===== src/rtl/core/shab_pkg.sv =====
// ============================================================================
// shab_pkg - shared types, constants and functions of the SHA-256 hasher
// Round constants, initial hash values, sigma functions and control structs.
// ============================================================================
package shab_pkg;

    localparam int BLOCK_BYTES = 64;
    localparam int LEN_POS     = 56;
    localparam int ROUNDS      = 64;

    localparam logic [7:0] PAD_MARK = 8'h80;

    typedef logic [31:0]      t_word;
    typedef logic [7:0][31:0] t_chain;

    localparam t_word K_ROUND [ROUNDS] = '{
        32'h428a2f98, 32'h71374491, 32'hb5c0fbcf, 32'he9b5dba5,
        32'h3956c25b, 32'h59f111f1, 32'h923f82a4, 32'hab1c5ed5,
        32'hd807aa98, 32'h12835b01, 32'h243185be, 32'h550c7dc3,
        32'h72be5d74, 32'h80deb1fe, 32'h9bdc06a7, 32'hc19bf174,
        32'he49b69c1, 32'hefbe4786, 32'h0fc19dc6, 32'h240ca1cc,
        32'h2de92c6f, 32'h4a7484aa, 32'h5cb0a9dc, 32'h76f988da,
        32'h983e5152, 32'ha831c66d, 32'hb00327c8, 32'hbf597fc7,
        32'hc6e00bf3, 32'hd5a79147, 32'h06ca6351, 32'h14292967,
        32'h27b70a85, 32'h2e1b2138, 32'h4d2c6dfc, 32'h53380d13,
        32'h650a7354, 32'h766a0abb, 32'h81c2c92e, 32'h92722c85,
        32'ha2bfe8a1, 32'ha81a664b, 32'hc24b8b70, 32'hc76c51a3,
        32'hd192e819, 32'hd6990624, 32'hf40e3585, 32'h106aa070,
        32'h19a4c116, 32'h1e376c08, 32'h2748774c, 32'h34b0bcb5,
        32'h391c0cb3, 32'h4ed8aa4a, 32'h5b9cca4f, 32'h682e6ff3,
        32'h748f82ee, 32'h78a5636f, 32'h84c87814, 32'h8cc70208,
        32'h90befffa, 32'ha4506ceb, 32'hbef9a3f7, 32'hc67178f2
    };

    // Element 0 is word a (the first digest word).
    localparam t_chain H_INIT = {
        32'h5be0cd19, 32'h1f83d9ab, 32'h9b05688c, 32'h510e527f,
        32'ha54ff53a, 32'h3c6ef372, 32'hbb67ae85, 32'h6a09e667
    };

    typedef struct packed {
        logic shift_byte;   // push one message byte into the block window
        logic shift_word;   // advance the schedule by one word
    } t_sched_ctrl;

    typedef struct packed {
        logic start;        // copy chaining words into the working words
        logic round;        // run one compression round
        logic fold;         // add working words into chaining words
        logic restart;      // return chaining words to the initial values
    } t_core_ctrl;

    function automatic t_word big_sigma0(input t_word x);
        big_sigma0 = {x[1:0], x[31:2]} ^ {x[12:0], x[31:13]} ^ {x[21:0], x[31:22]};
    endfunction

    function automatic t_word big_sigma1(input t_word x);
        big_sigma1 = {x[5:0], x[31:6]} ^ {x[10:0], x[31:11]} ^ {x[24:0], x[31:25]};
    endfunction

    function automatic t_word small_sigma0(input t_word x);
        small_sigma0 = {x[6:0], x[31:7]} ^ {x[17:0], x[31:18]} ^ {3'b000, x[31:3]};
    endfunction

    function automatic t_word small_sigma1(input t_word x);
        small_sigma1 = {x[16:0], x[31:17]} ^ {x[18:0], x[31:19]} ^ {10'b0, x[31:10]};
    endfunction

endpackage


===== src/rtl/core/shab_msg_sched.sv =====
// ============================================================================
// shab_msg_sched - block window and message schedule
// Gathers message bytes into a 512-bit window and expands it word by word.
// ============================================================================
module shab_msg_sched (
    input  logic                  i_clk,
    input  shab_pkg::t_sched_ctrl i_ctrl,
    input  logic [7:0]            i_byte,
    output shab_pkg::t_word       o_w
);

    logic [511:0]    r_blk;
    logic [511:0]    n_blk;
    shab_pkg::t_word w_new;

    // Word 0 (oldest) sits in the top 32 bits.
    assign o_w   = r_blk[511:480];
    assign w_new = r_blk[511:480] + shab_pkg::small_sigma0(r_blk[479:448])
                 + r_blk[223:192] + shab_pkg::small_sigma1(r_blk[63:32]);

    always_comb begin
        n_blk = r_blk;
        if (i_ctrl.shift_byte) begin
            n_blk = {r_blk[503:0], i_byte};
        end else if (i_ctrl.shift_word) begin
            n_blk = {r_blk[479:0], w_new};
        end
    end

    always_ff @(posedge i_clk) begin
        r_blk <= n_blk;
    end

endmodule


===== src/rtl/core/shab_round_core.sv =====
// ============================================================================
// shab_round_core - shared compression round unit
// Holds the chaining and working words and runs one round per cycle.
// ============================================================================
module shab_round_core (
    input  logic                 i_clk,
    input  logic                 i_rst_n,
    input  shab_pkg::t_core_ctrl i_ctrl,
    input  shab_pkg::t_word      i_k,
    input  shab_pkg::t_word      i_w,
    output shab_pkg::t_chain     o_chain
);

    shab_pkg::t_chain r_chain;
    shab_pkg::t_chain n_chain;
    shab_pkg::t_chain r_work;
    shab_pkg::t_chain n_work;
    shab_pkg::t_word  t1;
    shab_pkg::t_word  t2;
    shab_pkg::t_word  ch;
    shab_pkg::t_word  maj;

    assign o_chain = r_chain;

    assign ch  = (r_work[4] & r_work[5]) ^ (~r_work[4] & r_work[6]);
    assign maj = (r_work[0] & r_work[1]) ^ (r_work[0] & r_work[2])
               ^ (r_work[1] & r_work[2]);
    assign t1  = r_work[7] + shab_pkg::big_sigma1(r_work[4]) + ch + i_k + i_w;
    assign t2  = shab_pkg::big_sigma0(r_work[0]) + maj;

    always_comb begin
        n_work = r_work;
        if (i_ctrl.start) begin
            n_work = r_chain;
        end else if (i_ctrl.round) begin
            n_work[7] = r_work[6];
            n_work[6] = r_work[5];
            n_work[5] = r_work[4];
            n_work[4] = r_work[3] + t1;
            n_work[3] = r_work[2];
            n_work[2] = r_work[1];
            n_work[1] = r_work[0];
            n_work[0] = t1 + t2;
        end
    end

    always_comb begin
        n_chain = r_chain;
        if (i_ctrl.restart) begin
            n_chain = shab_pkg::H_INIT;
        end else if (i_ctrl.fold) begin
            for (int i = 0; i < 8; i++) begin
                n_chain[i] = r_chain[i] + r_work[i];
            end
        end
    end

    always_ff @(posedge i_clk) begin
        r_work <= n_work;
    end

    always_ff @(posedge i_clk) begin
        if (!i_rst_n) begin
            r_chain <= shab_pkg::H_INIT;
        end else begin
            r_chain <= n_chain;
        end
    end

endmodule


===== src/rtl/core/sha256_byte_stream_hasher.sv =====
// ============================================================================
// sha256_byte_stream_hasher - SHA-256 over a byte stream
// Absorbs one byte per request, pads on finish and returns the digest.
// ============================================================================
// A data byte (action 0) is absorbed when the request is taken; when it
// completes a 64-byte block the block is compressed by a single round unit,
// one round per cycle, and the result is then folded into the chaining words.
// A finish request (action 1) pushes the 0x80 mark, zero bytes and the 64-bit
// big-endian bit length one byte per cycle through the same block window,
// compressing one or two final blocks, then returns four 64-bit digest words,
// index 0 first, with last word flagged on index 3. The input is not ready
// while a block is being compressed, padded or while the digest is being
// returned. After the last digest word is taken the hasher is ready for a
// new message.
// ============================================================================
module sha256_byte_stream_hasher (
    input  logic        i_clk,
    input  logic        i_rst_n,
    input  logic        i_in_valid,
    output logic        o_in_ready,
    input  logic        i_action,
    input  logic [7:0]  i_data_byte,
    output logic        o_out_valid,
    input  logic        i_out_ready,
    output logic [63:0] o_digest_word,
    output logic [1:0]  o_word_index,
    output logic        o_last_word
);

    // Sequencer states
    localparam logic [2:0] ST_IDLE = 3'd0;  // take data bytes or a finish request
    localparam logic [2:0] ST_PAD  = 3'd1;  // push padding and length bytes
    localparam logic [2:0] ST_COMP = 3'd2;  // 64 compression rounds
    localparam logic [2:0] ST_FOLD = 3'd3;  // add working words into the chain
    localparam logic [2:0] ST_OUT  = 3'd4;  // return the digest words

    logic [2:0]  r_state, n_state;
    logic [5:0]  r_fill, n_fill;        // bytes in the current block
    logic [63:0] r_msg, n_msg;          // message length in bytes
    logic [63:0] r_len, n_len;          // bit length, shifted out MSB first
    logic        r_mark, n_mark;        // next pad byte is the 0x80 mark
    logic        r_last_blk, n_last_blk;// this block carries the length
    logic        r_in_pad, n_in_pad;    // a finish request is in progress
    logic [5:0]  r_round, n_round;
    logic [1:0]  r_widx, n_widx;

    logic                 in_fire;
    logic                 out_fire;
    logic                 len_slot;
    logic [7:0]           pad_byte;
    logic [7:0]           sched_byte;
    logic [2:0]           word_sel;
    shab_pkg::t_sched_ctrl sched_ctrl;
    shab_pkg::t_core_ctrl  core_ctrl;
    shab_pkg::t_word       w_t;
    shab_pkg::t_chain      chain;

    assign o_in_ready  = (r_state == ST_IDLE);
    assign o_out_valid = (r_state == ST_OUT);
    assign in_fire     = i_in_valid & o_in_ready;
    assign out_fire    = o_out_valid & i_out_ready;

    // Length bytes fill the last eight slots of the final block only.
    assign len_slot   = r_last_blk && !r_mark
                     && (r_fill >= 6'(shab_pkg::LEN_POS));
    assign pad_byte   = r_mark   ? shab_pkg::PAD_MARK :
                        len_slot ? r_len[63:56] : 8'h00;
    assign sched_byte = (r_state == ST_IDLE) ? i_data_byte : pad_byte;

    // Digest word pair select: chain words 2k and 2k+1.
    assign word_sel      = {r_widx, 1'b0};
    assign o_digest_word = {chain[word_sel], chain[word_sel + 3'd1]};
    assign o_word_index  = r_widx;
    assign o_last_word   = (r_widx == 2'd3);

    always_comb begin
        n_state    = r_state;
        n_fill     = r_fill;
        n_msg      = r_msg;
        n_len      = r_len;
        n_mark     = r_mark;
        n_last_blk = r_last_blk;
        n_in_pad   = r_in_pad;
        n_round    = r_round;
        n_widx     = r_widx;
        sched_ctrl = '0;
        core_ctrl  = '0;

        unique case (r_state)
            ST_IDLE: begin
                if (in_fire) begin
                    if (!i_action) begin
                        // Absorb the byte; a full block starts compression.
                        sched_ctrl.shift_byte = 1'b1;
                        n_fill = r_fill + 6'd1;
                        n_msg  = r_msg + 64'd1;
                        if (r_fill == 6'(shab_pkg::BLOCK_BYTES - 1)) begin
                            core_ctrl.start = 1'b1;
                            n_round = '0;
                            n_state = ST_COMP;
                        end
                    end else begin
                        // Latch the bit length and begin padding.
                        n_len      = {r_msg[60:0], 3'b000};
                        n_mark     = 1'b1;
                        n_last_blk = (r_fill < 6'(shab_pkg::LEN_POS));
                        n_in_pad   = 1'b1;
                        n_state    = ST_PAD;
                    end
                end
            end
            ST_PAD: begin
                sched_ctrl.shift_byte = 1'b1;
                n_mark = 1'b0;
                if (len_slot) begin
                    n_len = {r_len[55:0], 8'h00};
                end
                n_fill = r_fill + 6'd1;
                if (r_fill == 6'(shab_pkg::BLOCK_BYTES - 1)) begin
                    core_ctrl.start = 1'b1;
                    n_round = '0;
                    n_state = ST_COMP;
                end
            end
            ST_COMP: begin
                sched_ctrl.shift_word = 1'b1;
                core_ctrl.round = 1'b1;
                n_round = r_round + 6'd1;
                if (r_round == 6'(shab_pkg::ROUNDS - 1)) begin
                    n_state = ST_FOLD;
                end
            end
            ST_FOLD: begin
                core_ctrl.fold = 1'b1;
                if (!r_in_pad) begin
                    n_state = ST_IDLE;
                end else if (r_last_blk) begin
                    n_widx  = '0;
                    n_state = ST_OUT;
                end else begin
                    // Mark spilled past the length slots: one more block.
                    n_last_blk = 1'b1;
                    n_state    = ST_PAD;
                end
            end
            ST_OUT: begin
                if (out_fire) begin
                    n_widx = r_widx + 2'd1;
                    if (r_widx == 2'd3) begin
                        // Drop the message state for the next message.
                        core_ctrl.restart = 1'b1;
                        n_msg    = '0;
                        n_in_pad = 1'b0;
                        n_state  = ST_IDLE;
                    end
                end
            end
            default: begin
                n_state = ST_IDLE;
            end
        endcase
    end

    always_ff @(posedge i_clk) begin
        if (!i_rst_n) begin
            r_state    <= ST_IDLE;
            r_fill     <= '0;
            r_msg      <= '0;
            r_mark     <= 1'b0;
            r_last_blk <= 1'b0;
            r_in_pad   <= 1'b0;
            r_round    <= '0;
            r_widx     <= '0;
        end else begin
            r_state    <= n_state;
            r_fill     <= n_fill;
            r_msg      <= n_msg;
            r_mark     <= n_mark;
            r_last_blk <= n_last_blk;
            r_in_pad   <= n_in_pad;
            r_round    <= n_round;
            r_widx     <= n_widx;
        end
    end

    always_ff @(posedge i_clk) begin
        r_len <= n_len;
    end

    shab_msg_sched u_sched (
        .i_clk  (i_clk),
        .i_ctrl (sched_ctrl),
        .i_byte (sched_byte),
        .o_w    (w_t)
    );

    shab_round_core u_core (
        .i_clk   (i_clk),
        .i_rst_n (i_rst_n),
        .i_ctrl  (core_ctrl),
        .i_k     (shab_pkg::K_ROUND[r_round]),
        .i_w     (w_t),
        .o_chain (chain)
    );

endmodule

===== config.mk =====
export PLATFORM = sky130hd
export DESIGN_NAME = sha256_byte_stream_hasher
export DESIGN_NICKNAME = d
export VERILOG_FILES = /design/src/rtl/core/shab_pkg.sv /design/src/rtl/core/shab_msg_sched.sv /design/src/rtl/core/shab_round_core.sv /design/src/rtl/core/sha256_byte_stream_hasher.sv
export SDC_FILE = /design/constraint.sdc
export NUM_CORES = 2
export LEC_CHECK = 0
export BUFFER_PORTS_ARGS = -buffer_cell sky130_fd_sc_hd__buf_2
export CORE_ASPECT_RATIO = 1.4
export CORE_UTILIZATION = 48
export DETAILED_ROUTE_END_ITERATION = 16
export PLACE_DENSITY = 0.64
export REMOVE_ABC_BUFFERS = 1
export SYNTH_ARGS = -nofsm -noshare
export SYNTH_HDL_FRONTEND = slang
export SYNTH_HIERARCHICAL = 1
export SYNTH_SLANG_ARGS = --single-unit

===== constraint.sdc =====
create_clock -name i_clk -period 23.3 [get_ports i_clk]
set_input_delay 4.66 -clock i_clk [delete_from_list [all_inputs] [get_ports i_clk]]
set_output_delay 4.66 -clock i_clk [all_outputs]
set_load 0.1 [all_outputs]

; Word-level counts from Yosys, hierarchy flattened
; Memory sizes are Yosys's and may differ from the RTL's.
; Cells that the tools add are included.
[word_totals]
ff_bits = 1172
rom_bits = 2048
input_bits = 13
elab_cells = 177
mem_count = 1
[memory_table]
columns = memory, depth, word_bits, rd, rd_clocked_by_memory_dff, write_ports, line
row1 = (name not given), 64, 32, 1, 0, 0, sha256_byte_stream_hasher.sv:201  ; .i_k (shab_pkg::K_ROUND[r_round]),
[classes]
addsub = 23
n_lt_le_gt_ge = 5
eq_ne = 16
n_mux = 64
bitwise_logic = 21
reduce_logical = 21
[op_table]
columns = op, count
row1 = 512-bit 2-to-1 mux, 2
row2 = 32-bit adder, 18
row3 = 256-bit 2-to-1 mux, 2
row4 = 64-bit 2-to-1 mux, 7
row5 = 32-bit XOR, 9
row6 = 64-bit case mux with 2 select lines, 2
row7 = 32-bit AND, 5
row8 = 32-bit 2-to-1 mux, 4
row9 = 32-bit binary-select mux with 3-bit select, 1
row10 = "64-bit by 1-bit adder with 64-bit output, second input constant", 1
row11 = 32-bit binary-select mux with 2-bit select, 1
row12 = 32-bit NOT, 1
row13 = 32-bit by 22-bit XOR with 32-bit output, 1
row14 = 32-bit by 29-bit XOR with 32-bit output, 1
row15 = 6-bit 2-to-1 mux, 5
row16 = 3-bit 2-to-1 mux, 8
row17 = 8-bit 2-to-1 mux, 3
row18 = 6-bit case mux with 3 select lines, 1
row19 = 1-bit 2-to-1 mux, 17
row20 = 4-bit AND reduction, 4
row21 = 3-bit case mux with 5 select lines, 1
row22 = "6-bit by 1-bit adder with 6-bit output, second input constant", 2
row23 = "6-bit equality test, second input constant", 2
row24 = 6-bit case mux with 2 select lines, 1
row25 = 26 further kinds, 51

; Depth between registers and ports, before layout
[depth]
depth_word = 9
depth_mapped = 44
depth_no_buf = 42

; By module
; The synthesis kept the hierarchy.
[by_module_without_submodules]
columns = mod, instances, cells_per_inst, area_each_um2, seq_area_each_um2
row1 = shab_round_core, 1, 4262, 40040.9, 12812.3
row2 = shab_msg_sched, 1, 1734, 26262.7, 15374.7
row3 = sha256_byte_stream_hasher, 1, 1254, 11192.0, 3453.3

; Least setup slack after synthesis
; Ideal clock, no wire load.
[synth_path]
kind = input port to flip-flop
start = input i_in_valid
end = register u_sched.r_blk[0], enable pin
setup_time_ns = 0.667
t_arrival_ns = 12.012
required_time_ns = 22.633
slack_ns = 10.621
path_stages = 7
cell_sequence = nor2b_1 o21ai_0 clkinv_1 buf_6 clkbuf_1 clkbuf_1 or2_2
[synth_lines]
columns = item, line
row1 = "start, declared", sha256_byte_stream_hasher.sv:19  ; input logic i_in_valid,
row2 = "end signal, assigned", shab_msg_sched.sv:31  ; r_blk <= n_blk;
row3 = "end, declared", shab_msg_sched.sv:12  ; logic [511:0] r_blk;

==> impl_metrics.json <==
{
  "htreeDepth": 3,
  "endpoint_kind": "flop",
  "slowest_delay_ns": 0.94,
  "report.final.slew_viol_count": 0,
  "num_vias": 55700,
  "worstReg2RegEnd": "u_core/r_work[28]",
  "arrival_ns": 11.96,
  "hold_buffers": 0,
  "finalCritPeriodShare": 0.491,
  "r2r_cells": 37,
  "synth.avg_cell_area_sq_um": 10.7,
  "power_frac_seq": 0.345,
  "async_flop_share": 0,
  "max_slew_margin": 0.200,
  "finalHoldViolations": 0,
  "drtIter0Drc": 4239,
  "cts-root-buf": "clkbuf_16",
  "numPortBuffers": 81,
  "overflow": 0,
  "synth_edf_count": 829,
  "postCtsSetupBuffers": 0,
  "cts_buffers": 119,
  "layout_common_cells": "edfxtp_1, mux2_2, nand2_1",
  "status": "completed",
  "ant_nets": 0,
  "setup_ws_ns": 11.87,
  "drive_gt1_frac": 0.172,
  "crit_type": "reg -> reg",
  "wl_um": 238000,
  "coreArea_sq_mm": 0.160,
  "dpl.cell_count": 9143,
  "power_frac_clock": 0.269,
  "final.setup.tns_ns": 0,
  "layout.cells.most_common": "edfxtp_1",
  "synth_seq_area_share": 0.408,
  "first_pass_iters": 6,
  "cts_tree": "built",
  "rsz0062_at_grt": "false",
  "synth_adder_area_share": 0.114,
  "finalCriticalPeriod_ns": 11.43,
  "placed_cell_area_sq_mm": 0.0797,
  "maxCapViolCount": 0,
  "netlist_area_sq_mm": 0.0775,
  "start_util": 0.483,
  "postSynthCellCount": 7250,
  "die_x_um": 342,
  "numClockSinks": 1166,
  "fin_area_sq_mm": 0.0839,
  "dieHeight_um": 477,
  "nets": 7752,
  "drc": 0,
  "grt_pass1_vias": 56500,
  "multiInputGateArea_sq_mm": 0.0425,
  "skew_ns": 0.0381,
  "synthFlopType": "edfxtp_1",
  "grt.total_usage": 0.289,
  "cp-endpoint": "u_core/r_work[28]",
  "globalplace.congestion": 0.963,
  "seqCellArea_sq_mm": 0.0317,
  "setup_viol": 0,
  "p_sw_frac": 0.364,
  "regToRegStartpoint": "r_round[0]",
  "crit_fanout": 33,
  "ctsResizeCount": 0,
  "dpl_worst_slack_ns": 12.06,
  "synthDistinctLibCells": 118,
  "p_total_mw": 7.65,
  "dieArea_sq_mm": 0.163,
  "synth-warning-count": 6,
  "path_clk_slew_ns": 0.06,
  "start_kind": "flop",
  "io_pins": 82,
  "dpl.hpwl_um": 180000,
  "share_comb_of_total_power": 0.385,
  "ir_drop_v": 0.0000916,
  "grt_pass1_wl_um": 354000,
  "post-route-util": 0.523,
  "synth_top_family_by_area": "multiplexers",
  "ff2ff_setup_slack_ns": 11.87,
  "antenna_found_initial": 2,
  "via_per_inst": 5.94,
  "fmax_ghz": 0.0875,
  "synth-simple-area-share": 0.0959,
  "cellLeakagePower_nw": 31.4,
  "cp_slowest_cell": "a311oi_1",
  "stdcell_count": 9371,
  "p_int_mw": 4.87,
  "area_growth_pct": 8.20,
  "synth_mux_area_frac": 0.142,
  "wl_per_cell_um": 25.4,
  "worstMarginPinSlew_ns": 1.19,
  "ys_ff_latch": 1166,
  "clockBufferDepth": 3,
  "synth_compound_area_frac": 0.130,
  "clock_latency_ns": 0.79,
  "synth_xor_area_frac": 0.0667,
  "critPathRequiredTime_ns": 23.83,
  "power.density_mw_per_mm2": 91.3,
  "switching_power_mw": 2.78,
  "fillers": 14100,
  "crit_start": "r_round[0]",
  "holdWs_ns": 0.481,
  "grt_start_max_net_pins": 203,
  "num_rows": 174,
  "hold_path.class": "reg -> reg"
}
how the worst min path moves through the flow:
| stage | start | endpoint | slack (ns) | depth (start not counted) |
|---|---|---|---|---|
| 5_1_grt | r_msg[59] | r_msg[59] | 0.52 | 2 |
| 3_5_place_dp | r_msg[58] | r_msg[58] | 0.47 | 2 |
| 4_1_cts | r_msg[58] | r_msg[58] | 0.48 | 2 |
| 6_report | r_msg[58] | r_msg[58] | 0.48 | 2 |
| 2_1_floorplan | r_msg[58] | r_msg[58] | 0.45 | 2 |
| 3_3_place_gp | r_msg[59] | r_msg[59] | 0.46 | 2 |
cells by family after synthesis:
family	count (synthesis)
adder cells (fa/ha/maj)	591
multiplexers	915
flip-flops	1166
AND/OR/NAND/NOR	1560
AO/OA/AOI/OAI	1590
XOR/XNOR	589
buffers and inverters	839
metal layers:
layer / vias to the layer above / track usage / part of all wire / wire length (um)
li1: 26000 / - / - / -
met1: 27700 / 0.326 / 0.38 / 90600
met2: 1445 / 0.520 / 0.51 / 123000
met3: 481 / 0.0255 / 0.036 / 8570
met4: 0 / 0.184 / 0.070 / 16600
met5: - / 0 / 0 / 0
power by group through the flow:
stage	sequential, mW	combinational, mW	clock [mW]
floorplan	2.63	2.25	0
global placement	2.69	2.85	0
detailed placement	2.69	2.89	0
CTS	2.65	2.91	2.10
global route	2.66	3.25	2.18
finish	2.64	2.95	2.06
critical path, delay by kind of cell, from the launching register on:
family	cells	cell delay (ns)
compound gates	16	4.22
buf+inv	6	1.20
mux	1	0.26
fa+ha+maj	8	3.53
simple gates	4	1.27
xor+xnor	2	0.38
flops	1	0.31
synthesized netlist by cell type, types with 57 or more instances:
cell | number | area, sq um
o21a_1 | 57 | 428
nor2b_1 | 71 | 444
edfxtp_1 | 829 | 24900
ha_1 | 392 | 4900
mux2i_1 | 114 | 1140
nand3_1 | 126 | 631
nand2b_1 | 81 | 507
clkbuf_1 | 307 | 1150
fa_1 | 195 | 3900
o21ai_0 | 438 | 2190
xor2_1 | 192 | 1680
a21oi_1 | 422 | 2110
mux2_2 | 729 | 8210
a21o_1 | 195 | 1460
nor2_1 | 398 | 1490
mux4_2 | 72 | 1620
inv_1 | 442 | 1660
nor3_1 | 94 | 470
nand2_1 | 500 | 1880
xnor2_1 | 396 | 3470
dfxtp_1 | 337 | 6750
sequential cells by signal, indices dropped and copies added, names as in the netlist, 3 cells and up:
register,flops
u_core/r_work,256
r_len,61
r_round,6
r_msg,61
u_core/o_chain,256
u_sched/r_blk,512
r_fill,6
r_state,3
final cells by class:
cell class	instances	share of cell area
diodes	1	0.0000298
clock buffers	156	0.0397
clock inverters	71	0.00997
inverters	446	0.0202
multi-input cells	5245	0.507
flip-flops and latches	1166	0.377
well taps	2112	0.0315
repair buffers	174	0.0138
Note: power is estimated with default switching activity, not from simulation.
